## src/rtl/kpds_pkg.sv

```systemverilog
package kpds_pkg;

   localparam int NUM_KEYS_DEFAULT = 4;

   localparam int PIN_W   = 16;
   localparam int IDX_W   = 2;
   localparam int KIND_W  = 3;
   localparam int CODE_W  = 3;
   localparam int HOLD_W  = 32;
   localparam int CFG_W   = 16;
   localparam int APB_AW  = 3;
   localparam int APB_DW  = 32;

   localparam logic [HOLD_W-1:0] HOLD_MAX = '1;

   // request kinds
   localparam logic [KIND_W-1:0] KIND_TICK      = 3'd0;
   localparam logic [KIND_W-1:0] KIND_SCAN      = 3'd1;
   localparam logic [KIND_W-1:0] KIND_READ      = 3'd2;
   localparam logic [KIND_W-1:0] KIND_SKIP      = 3'd3;
   localparam logic [KIND_W-1:0] KIND_CLR_TIMER = 3'd4;
   localparam logic [KIND_W-1:0] KIND_CLR_EVENT = 3'd5;

   // register indexes (byte address 4*i)
   localparam logic REG_MIN_HOLD    = 1'b0;
   localparam logic REG_SKIP_WINDOW = 1'b1;

   // decoded operation, already gated by the stage advance
   typedef struct packed {
      logic tick;
      logic scan;
      logic read;
      logic skip;       // key index in range
      logic clr_timer;  // key index in range
      logic clr_event;
   } op_type;

   // winning release of one scan
   typedef struct packed {
      logic              hit;
      logic [CODE_W-1:0] code;
      logic [HOLD_W-1:0] hold;
   } release_type;

endpackage

```

## src/rtl/kpds_key_bank.sv

```systemverilog
module kpds_key_bank #(
   parameter int NUM_KEYS = kpds_pkg::NUM_KEYS_DEFAULT
) (
   input  logic                          clock,
   input  logic                          reset,
   input  kpds_pkg::op_type              op,
   input  logic [kpds_pkg::PIN_W-1:0]    pins,
   input  logic [kpds_pkg::IDX_W-1:0]    idx,
   input  logic [kpds_pkg::CFG_W-1:0]    min_hold,
   output kpds_pkg::release_type         rel,
   output logic [kpds_pkg::HOLD_W-1:0]   hold_timer
);
   import kpds_pkg::*;

   logic [NUM_KEYS-1:0] held_ff, held_in;
   logic [NUM_KEYS-1:0] blocked_ff, blocked_in;
   logic [HOLD_W-1:0]   cnt_ff [NUM_KEYS];
   logic [HOLD_W-1:0]   cnt_in [NUM_KEYS];

   always_comb begin
      held_in    = held_ff;
      blocked_in = blocked_ff;
      rel        = '0;
      hold_timer = '0;
      for (int k = 0; k < NUM_KEYS; k++) begin
         cnt_in[k] = cnt_ff[k];
         if (op.tick) begin
            if (held_ff[k] && cnt_ff[k] != HOLD_MAX) begin
               cnt_in[k] = cnt_ff[k] + HOLD_W'(1);
            end
         end
         if (op.scan) begin
            if (!pins[k]) begin
               if (!blocked_ff[k]) begin
                  held_in[k] = 1'b1;
               end
            end else begin
               blocked_in[k] = 1'b0;
               held_in[k]    = 1'b0;
               cnt_in[k]     = '0;
               // later keys overwrite, so the highest one wins
               if (held_ff[k] && cnt_ff[k] > HOLD_W'(min_hold)) begin
                  rel.hit  = 1'b1;
                  rel.code = CODE_W'(k + 1);
                  rel.hold = cnt_ff[k];
               end
            end
         end
         if (32'(idx) == k) begin
            if (op.skip) begin
               held_in[k]    = 1'b0;
               blocked_in[k] = 1'b1;
               cnt_in[k]     = '0;
            end
            if (op.clr_timer) begin
               cnt_in[k] = '0;
            end
         end
      end
      // readout of the addressed key after this request
      for (int k = 0; k < NUM_KEYS; k++) begin
         if (32'(idx) == k) begin
            hold_timer = cnt_in[k];
         end
      end
   end

   always_ff @(posedge clock) begin
      if (reset) begin
         held_ff    <= '0;
         blocked_ff <= '0;
         for (int k = 0; k < NUM_KEYS; k++) begin
            cnt_ff[k] <= '0;
         end
      end else begin
         held_ff    <= held_in;
         blocked_ff <= blocked_in;
         for (int k = 0; k < NUM_KEYS; k++) begin
            cnt_ff[k] <= cnt_in[k];
         end
      end
   end

endmodule

```

## src/rtl/kpds_event.sv

```systemverilog
module kpds_event (
   input  logic                          clock,
   input  logic                          reset,
   input  kpds_pkg::op_type              op,
   input  kpds_pkg::release_type         rel,
   input  logic [kpds_pkg::CFG_W-1:0]    skip_window,
   output logic [kpds_pkg::CODE_W-1:0]   event_code,
   output logic [kpds_pkg::HOLD_W-1:0]   event_hold
);
   import kpds_pkg::*;

   logic [CODE_W-1:0] code_ff, code_in;
   logic [HOLD_W-1:0] hold_ff, hold_in;
   logic [CFG_W-1:0]  skip_ff, skip_in;

   always_comb begin
      code_in    = code_ff;
      hold_in    = hold_ff;
      skip_in    = skip_ff;
      event_code = '0;
      event_hold = '0;
      if (op.tick && skip_ff != '0) begin
         skip_in = skip_ff - CFG_W'(1);
      end
      if (op.scan) begin
         if (rel.hit) begin
            code_in = rel.code;
            hold_in = rel.hold;
         end
         // events are dropped while the skip window runs
         if (skip_ff != '0) begin
            code_in = '0;
         end
      end
      if (op.read) begin
         event_code = code_ff;
         if (code_ff != '0) begin
            event_hold = hold_ff;
         end
         code_in = '0;
      end
      if (op.skip) begin
         skip_in = skip_window;
      end
      if (op.clr_event) begin
         code_in = '0;
         hold_in = '0;
      end
   end

   always_ff @(posedge clock) begin
      if (reset) begin
         code_ff <= '0;
         hold_ff <= '0;
         skip_ff <= '0;
      end else begin
         code_ff <= code_in;
         hold_ff <= hold_in;
         skip_ff <= skip_in;
      end
   end

endmodule

```

## src/rtl/key_press_duration_scanner.sv

```systemverilog
// Key press duration scanner. Watches NUM_KEYS active-low keys (key k on pin
// bit k) and times how long each is held, in tick requests. Every request
// (tick, scan, read event, skip key, clear timer, clear event) gives exactly
// one response carrying the consumed event code and hold time (zero unless
// the request is a read) plus the hold timer of req_key_index after the
// request. Accepts one request per clock while responses are taken; the
// request is captured in the input register, and when the response slot is
// free or drains the whole state update runs in one combinational pass into
// the response register. A stalled response does not stop intake while the
// input register is free. min_hold_ms (address 0) and skip_window_ms
// (address 4) must be written over the APB port only while the block is idle;
// the block itself does not enforce this. They read back zero-extended.
module key_press_duration_scanner #(
   parameter int NUM_KEYS = kpds_pkg::NUM_KEYS_DEFAULT
) (
   input  logic                          clock,
   input  logic                          reset,
   // request channel
   input  logic                          req_valid,
   output logic                          req_ready,
   input  logic [kpds_pkg::KIND_W-1:0]   req_kind,
   input  logic [kpds_pkg::PIN_W-1:0]    req_pin_sample,
   input  logic [kpds_pkg::IDX_W-1:0]    req_key_index,
   // response channel
   output logic                          rsp_valid,
   input  logic                          rsp_ready,
   output logic [kpds_pkg::CODE_W-1:0]   rsp_event_code,
   output logic [kpds_pkg::HOLD_W-1:0]   rsp_event_hold_ms,
   output logic [kpds_pkg::HOLD_W-1:0]   rsp_hold_timer,
   // register port
   input  logic                          csr_psel,
   input  logic                          csr_penable,
   input  logic                          csr_pwrite,
   input  logic [kpds_pkg::APB_AW-1:0]   csr_paddr,
   input  logic [kpds_pkg::APB_DW-1:0]   csr_pwdata,
   output logic [kpds_pkg::APB_DW-1:0]   csr_prdata,
   output logic                          csr_pready
);
   import kpds_pkg::*;

   // --- config registers ---
   logic [CFG_W-1:0] min_hold_ff, min_hold_in;
   logic [CFG_W-1:0] skip_window_ff, skip_window_in;
   logic             csr_wr;
   logic             csr_sel;

   assign csr_pready = 1'b1;
   assign csr_wr     = csr_psel && csr_penable && csr_pwrite && csr_pready;
   assign csr_sel    = csr_paddr[2];

   always_comb begin
      min_hold_in    = min_hold_ff;
      skip_window_in = skip_window_ff;
      if (csr_wr) begin
         unique case (csr_sel)
            REG_MIN_HOLD:    min_hold_in    = csr_pwdata[CFG_W-1:0];
            REG_SKIP_WINDOW: skip_window_in = csr_pwdata[CFG_W-1:0];
            default: ;
         endcase
      end
      unique case (csr_sel)
         REG_MIN_HOLD:    csr_prdata = APB_DW'(min_hold_ff);
         REG_SKIP_WINDOW: csr_prdata = APB_DW'(skip_window_ff);
         default:         csr_prdata = '0;
      endcase
   end

   always_ff @(posedge clock) begin
      if (reset) begin
         min_hold_ff    <= CFG_W'(50);
         skip_window_ff <= CFG_W'(100);
      end else begin
         min_hold_ff    <= min_hold_in;
         skip_window_ff <= skip_window_in;
      end
   end

   // --- input register ---
   logic              in_valid_ff, in_valid_in;
   logic [KIND_W-1:0] in_kind_ff;
   logic [PIN_W-1:0]  in_pins_ff;
   logic [IDX_W-1:0]  in_idx_ff;
   logic              advance;   // request in the input register is processed
   logic              req_take;

   // the input register moves on whenever the response slot is free or drains
   assign advance   = in_valid_ff && (!rsp_valid || rsp_ready);
   assign req_ready = !in_valid_ff || advance;
   assign req_take  = req_valid && req_ready;

   always_comb begin
      in_valid_in = in_valid_ff;
      if (req_take) begin
         in_valid_in = 1'b1;
      end else if (advance) begin
         in_valid_in = 1'b0;
      end
   end

   always_ff @(posedge clock) begin
      if (reset) begin
         in_valid_ff <= 1'b0;
      end else begin
         in_valid_ff <= in_valid_in;
      end
   end

   always_ff @(posedge clock) begin
      if (req_take) begin
         in_kind_ff <= req_kind;
         in_pins_ff <= req_pin_sample;
         in_idx_ff  <= req_key_index;
      end
   end

   // --- decode; out-of-range key index turns skip and clear timer into no-ops ---
   op_type op;
   logic   idx_ok;

   assign idx_ok = 32'(in_idx_ff) < NUM_KEYS;

   always_comb begin
      op = '0;
      if (advance) begin
         unique case (in_kind_ff)
            KIND_TICK:      op.tick      = 1'b1;
            KIND_SCAN:      op.scan      = 1'b1;
            KIND_READ:      op.read      = 1'b1;
            KIND_SKIP:      op.skip      = idx_ok;
            KIND_CLR_TIMER: op.clr_timer = idx_ok;
            KIND_CLR_EVENT: op.clr_event = 1'b1;
            default: ;  // unused kinds change nothing
         endcase
      end
   end

   // --- per-key state and pending event ---
   release_type       rel;
   logic [HOLD_W-1:0] timer_next;
   logic [CODE_W-1:0] code_next;
   logic [HOLD_W-1:0] hold_next;

   kpds_key_bank #(
      .NUM_KEYS (NUM_KEYS)
   ) u_keys (
      .clock      (clock),
      .reset      (reset),
      .op         (op),
      .pins       (in_pins_ff),
      .idx        (in_idx_ff),
      .min_hold   (min_hold_ff),
      .rel        (rel),
      .hold_timer (timer_next)
   );

   kpds_event u_event (
      .clock       (clock),
      .reset       (reset),
      .op          (op),
      .rel         (rel),
      .skip_window (skip_window_ff),
      .event_code  (code_next),
      .event_hold  (hold_next)
   );

   // --- response register ---
   logic rsp_valid_ff, rsp_valid_in;

   assign rsp_valid = rsp_valid_ff;

   always_comb begin
      rsp_valid_in = rsp_valid_ff;
      if (advance) begin
         rsp_valid_in = 1'b1;
      end else if (rsp_ready) begin
         rsp_valid_in = 1'b0;
      end
   end

   always_ff @(posedge clock) begin
      if (reset) begin
         rsp_valid_ff <= 1'b0;
      end else begin
         rsp_valid_ff <= rsp_valid_in;
      end
   end

   always_ff @(posedge clock) begin
      if (advance) begin
         rsp_event_code    <= code_next;
         rsp_event_hold_ms <= hold_next;
         rsp_hold_timer    <= idx_ok ? timer_next : '0;
      end
   end

endmodule

```

## config.mk

```make
export PLATFORM = sky130hd
export DESIGN_NAME = key_press_duration_scanner
export DESIGN_NICKNAME = d
export VERILOG_FILES = /design/src/rtl/kpds_pkg.sv /design/src/rtl/kpds_key_bank.sv /design/src/rtl/kpds_event.sv /design/src/rtl/key_press_duration_scanner.sv
export SDC_FILE = /design/constraint.sdc
export NUM_CORES = 1
export LEC_CHECK = 0
export BUFFER_PORTS_ARGS = -buffer_cell sky130_fd_sc_hd__buf_2
export CAP_MARGIN = 20
export CORE_MARGIN = 5
export CORE_UTILIZATION = 37
export DETAILED_ROUTE_END_ITERATION = 16
export PLACE_DENSITY_LB_ADDON = 0.05
export SETUP_SLACK_MARGIN = 0.2
export SLEW_MARGIN = 40
export SYNTH_ARGS = -nofsm -noshare
export SYNTH_HDL_FRONTEND = slang
export SYNTH_HIERARCHICAL = 1
export SYNTH_SLANG_ARGS = --single-unit
```

## constraint.sdc

```tcl
create_clock -name clock -period 6.6 [get_ports clock]
set_input_delay 0.33 -clock clock [delete_from_list [all_inputs] [get_ports clock]]
set_output_delay 0.33 -clock clock [all_outputs]
set_load 0.005 [all_outputs]
```

==> results.tsv, run 1 <==
metric	value	unit
outcome	finished clean	
fin_crit	4100	ps
setup_slack	2500	ps
vias_per_cell	5.68	
worstRegToRegCells	12	
io_pins	165	
combPwrFrac	0.058	
cts_resized	0	
row_count	77	
io_buffers	117	
area_growth	14.3	%
slew_violations	0	
rsz0062_at_grt	no	
grt_pass1_wl	89200	um
whs_path_depth	3	
grt_pass1_vias	14127	
p_int	3.25	mW
grt_max_degree	68	
fin_tns_setup	0	ps
crit_arrival	4590	ps
hold_viol	0	
hp-class	in2reg	
drtIter0Drc	1234	
fp.dieH	222	um
finClkSkew	20.8	ps
antenna_found_initial	0	
dpl.hpwl	44600	um
cts-root-buf	clkbuf_16	
path_max_fanout	32	
layout-drive-gt1-share	0.137	
cellLeakagePower	6.97	nW
seqCellArea	6710	um^2
irDropWorstVdd	0.000157	V
p_sw_frac	0.241	
syn-cell-area	16700	um^2
dpl_worst_slack	2560	ps
syn_inst	1867	
worst_pin_slew	851	ps
syn_avg_cell_area	8.94	um^2
yosysWarningCount	6	
power_frac_seq	0.448	
die_w	222	um
cts.clk_slew.worst_paths	60	ps
fmax	0.244	GHz
core_area	44400	um^2
maxSlewHeadroom	0.431	
overflow	0	
cts_sinks	297	
holdBufCountCts	9	
path_class	reg2reg	
route.detailed.drc	0	
clk_latency	570	ps
cts_setup_buffers	0	
fin_nets	2079	
final_antenna_net_count	0	
cts_buffers	37	
pwr-share-clk	0.494	
gp_congestion	0.952	
power_switching	1.03	mW
drtPass1Iterations	6	
worst_setup_path_end_kind	flip-flop	
wl	59300	um
cts_tree	done	
vias	14595	
cp_data_required_time	7090	ps
start_util	0.376	
setup_violations	0	
htreeDepth	2	
critPathLaunchType	flip-flop	
wl_per_cell	23.1	um
max_cap_violations	0	
power_density	225	nW/um^2
clockBufferDepth	3	
fin_crit_sh	0.621	
track_usage	0.232	
multi_input_area	9410	um^2
fillers	4417	
dieArea	49500	um^2
[critical path, cell delays in order (launching register included)]
cell and delay [ps]:
dfxtp_1 430, inv_1 220, ha_1 370, nand3_1 110, or4_1 550, o311a_1 360, o31ai_2 70, buf_4 300
nand3_2 350, o31a_1 460, nand2_2 500, nand2_1 130, a21oi_1 160
[final timing paths]
kind	start	end	slack, ps
hold reg to reg	u_event/hold_ff[19]	u_event/hold_ff[19]	450
setup / recovery	min_hold_ff[14]	u_event/hold_ff[26]	2500
setup reg to reg	min_hold_ff[14]	u_event/hold_ff[26]	2500
hold / removal	csr_pwdata[4]	skip_window_ff[4]	50
[sequential cells by signal, summed over array words and instances (netlist names), 3 cells and up]
register / cells
min_hold_ff: 16
rsp_event_hold_ms: 32
rsp_event_code: 3
u_event/code_ff: 3
rsp_hold_timer: 32
u_keys/held_ff: 4
u_keys/blocked_ff: 4
u_event/skip_ff: 16
in_kind_ff: 3
skip_window_ff: 16
u_event/hold_ff: 32
u_keys/cnt_ff: 128
in_pins_ff: 4
[layout make-up]
cell class | count | share of cell area
Multi-Input combinational cell | 1428 | 0.493
Sequential cell | 297 | 0.352
Clock buffer | 52 | 0.0569
Timing Repair Buffer | 142 | 0.0419
Tap cell | 592 | 0.0388
Clock inverter | 16 | 0.00971
Inverter | 40 | 0.00787
Antenna cell | 1 | 0.000131
[power groups by stage]
stage | registers (mW) | logic [mW] | clock network (mW)
after floorplan | 1.96 | 0.153 | 0
after global placement | 1.96 | 0.245 | 0
after detailed placement | 1.96 | 0.248 | 0
after CTS | 1.92 | 0.253 | 2.17
after global routing | 1.92 | 0.274 | 2.26
final | 1.92 | 0.251 | 2.12
[stage by stage]
stage / hold slack [ps] / power, mW / area (um^2) / utilization / cells
6_report: 47.9 / 4.29 / 19100 / 0.430 / 2568
5_1_grt: 46.0 / 4.46 / 19100 / 0.429 / 2567
3_5_place_dp: 444 / 2.21 / 17700 / 0.399 / 2490
4_1_cts: 21.4 / 4.35 / 19100 / 0.429 / 2567
3_3_place_gp: 440 / 2.21 / 17700 / 0.398 / 2490
2_1_floorplan: 429 / 2.11 / 16700 / - / 1882
[per-layer routing]
metal / track usage / vias to the layer above / part of all wire
met5: 0 / - / 0
met4: 0.0650 / 0 / 0.029
met3: 0.0498 / 90 / 0.079
met2: 0.338 / 500 / 0.42
met1: 0.348 / 7087 / 0.47
li1: - / 6918 / -
[placed cells by master (no fill, tap or decap), drive strengths merged, types with 19 or more instances in the layout]
cell type / n
edfxtp: 76
nand2: 177
and2: 54
nor2: 186
nand4: 58
nor2b: 38
o22ai: 26
xor2: 67
nand2b: 52
buf: 133
o21ai: 52
nor3: 19
o221ai: 29
and4: 27
nand3: 74
inv: 42
dfxtp: 221
mux2i: 36
and3: 54
xnor2: 52
clkbuf: 52
a311oi: 27
nor4: 30
a21oi: 109
ha: 70
(Power assumes the default switching activity.)
==> inputs of run 2 (changes only) <==
==> constraint.sdc (replaced) <==
create_clock -name clock -period 3.4 [get_ports clock]
set_input_delay 0.17 -clock clock [delete_from_list [all_inputs] [get_ports clock]]
set_output_delay 0.17 -clock clock [all_outputs]
set_load 0.005 [all_outputs]
==> run 2 against run 1 <==
Compared with the run above:
- critical path depth is 1 higher
- final area rose by 9.2%
- routed wire length up 2.5%
- maximum frequency grew 28%
- register-to-register slack got worse by 2300 ps
- clock skew fell by 3.4 ps
- clock-buffer cell count fell by 2
- cell count rose by 6.7%
- via count increased by 3.7%
- core utilization increased by 3.9 points
==> results.tsv, run 2 (same netlist as run 1, synthesis figures left out) <==
metric	value	unit	change
outcome	finished clean		
core_area	44400	um^2	unchanged
max_cap_violations	0		unchanged
gp_congestion	0.973		+2.2%
row_count	77		unchanged
cp_data_required_time	3810	ps	-3280 ps
r2r_slack	190	ps	-2310 ps
wl	60800	um	+2.5%
irDropWorstVdd	0.000290	V	+84%
reg2reg_to	u_event/hold_ff[4]		
largest_reg_flops	128		unchanged
clk_latency	550	ps	-20 ps
fin_nets	2255		+8.5%
cpMostUsedCell	nand3_2		
fillers	4368		-1.1%
worst_pin_slew	748	ps	-103 ps
cellLeakagePower	7.94	nW	+14%
route.detailed.drc	0		unchanged
io_buffers	117		unchanged
crit_arrival	3610	ps	-980 ps
setup_violations	0		unchanged
io_pins	165		unchanged
reg2reg_from	min_hold_ff[14]		
fp.dieH	222	um	unchanged
grt_pass1_wl	89200	um	about the same
grt_pass1_vias	14252		+0.88%
worstRegToRegCells	13		+1
critPathLaunchType	flip-flop		
grt_max_degree	80		+18%
antenna_found_initial	0		unchanged
stdcell_count	2741		+6.7%
drtPass1Iterations	5		-1
path_class	reg2reg		
path_max_fanout	11		-66%
vias_per_cell	5.52		-2.9%
track_usage	0.232		about the same
overflow	0		unchanged
clockBufferDepth	3		unchanged
power_density	390	nW/um^2	+73%
final_cell_mix	dfxtp_1, nor2_1, nand2_1, buf_4, buf_2		
hold_viol	0		unchanged
whs_endpoint	min_hold_ff[0]		
crit_path_max_incr_delay	540	ps	about the same
worst_setup_path_end_kind	flip-flop		
rsz0062_at_grt	yes		
wl_per_cell	22.2	um	-4.0%
path_cells	clkinvlp_4 -> buf_6 -> ha_4 -> nand3_2 -> or4_4 -> o311a_1 -> o31ai_4 -> nand3_2 -> o31a_1 -> and2_4 -> buf_8 -> nand2_1 -> a21oi_1		
fmax	0.312	GHz	+28%
hp-class	in2reg		
cts_sinks	297		unchanged
finClkSkew	17.4	ps	-3.39 ps
min_from	csr_penable		
die_w	222	um	unchanged
largest-register	u_keys/cnt_ff		
cp_slowest_cell	or4_4		
cts-root-buf	clkbuf_16		
fin_crit_sh	0.944		+0.323
holdWs	56.9	ps	+9.04 ps
dp_cells	2628		+5.5%
slew_violations	0		unchanged
fin_crit	3210	ps	-889 ps
vias	15134		+3.7%
layout-drive-gt1-share	0.229		+0.0914
start_util	0.376		unchanged
cts_tree	done		
whs_path_depth	3		unchanged
cts_buffers	37		unchanged
area_growth	24.8	%	
seqCellArea	6720	um^2	+0.13%
maxSlewHeadroom	0.497		+0.0661
cts.clk_slew.worst_paths	60	ps	about the same
final_antenna_net_count	0		unchanged
htreeDepth	2		unchanged
multi_input_area	9730	um^2	+3.4%
drtIter0Drc	1294		+4.9%
dieArea	49500	um^2	unchanged
layout_commonest_cell	dfxtp_1		
dpl.hpwl	46600	um	+4.5%
## run 2: cell types whose count changed in the layout (fill, tap and decap cells not counted), moves of 6 or more
cell / delta
dlygate4sd3_1: +19
buf_4: +139
inv_1: -6
o21ai_2: +6
nand2_1: -13
buf_12: +8
a21oi_2: +13
a21oi_1: -15
nand2_2: +11
## run 2: metrics by stage
stage / setup TNS, ps / setup slack [ps] / utilization / area (um^2) / total power [mW]
after floorplan: 0 / 371 / - / 16700 / 4.09
after global routing: 0 / 136 / 0.469 / 20800 / 8.42
after CTS: 0 / 157 / 0.458 / 20300 / 8.22
after detailed placement: -898 / -89.9 / 0.423 / 18800 / 4.31
after global placement: 0 / 33.2 / 0.423 / 18800 / 4.30
final: 0 / 191 / 0.469 / 20800 / 8.12
## run 2: where the power goes
part           internal [mW]  total, mW  switching, mW
sequential              3.69       3.72         0.0371
clock                   2.30       3.85           1.55
combinational          0.201      0.548          0.346
total                   6.19       8.12           1.93
## run 2: cell type report
class | count | area share
Multi-Input combinational cell | 1429 | 0.467
Sequential cell | 297 | 0.322
Timing Repair Buffer | 317 | 0.111
Clock buffer | 50 | 0.0484
Tap cell | 592 | 0.0356
Inverter | 40 | 0.00739
Clock inverter | 15 | 0.00727
Antenna cell | 1 | 0.000120
## run 2: critical path: cells and delay by family (launching register included)
kind	cells	cell delay (ps)
buffers and inverters	3	450
adders and majority gates	1	260
DFF	1	360
AOI/OAI and AO/OA	4	950
and+or+nand+nor	5	1040
## run 2: what timing repair did
item | CTS | global route
setup buffers | 1 | 13
gates cloned | 0 | 5
resized for setup | 20 | 84
hold buffers | 28 | 0
endpoints found under the hold margin | 44 | 0
pin swaps | 1 | 31
setup endpoints to repair | 42 | 56
## run 2: how the worst max path moves through the flow
stage	start	to	cells after the start
6_report	min_hold_ff[14]	u_event/hold_ff[4]	13
5_1_grt	min_hold_ff[14]	u_event/hold_ff[17]	13
4_1_cts	in_kind_ff[2]	rsp_hold_timer[16]	10
3_5_place_dp	min_hold_ff[12]	u_event/hold_ff[25]	13
3_3_place_gp	min_hold_ff[13]	u_event/hold_ff[18]	11
2_1_floorplan	rsp_valid	u_event/hold_ff[0]	11
## run 2: routing by layer
metal	up-vias	global-route usage	share of wire
li1	7280	-	-
met2	504	0.341	0.43
met1	7268	0.352	0.48
met3	82	0.0380	0.068
met5	-	0	0
met4	0	0.0670	0.025
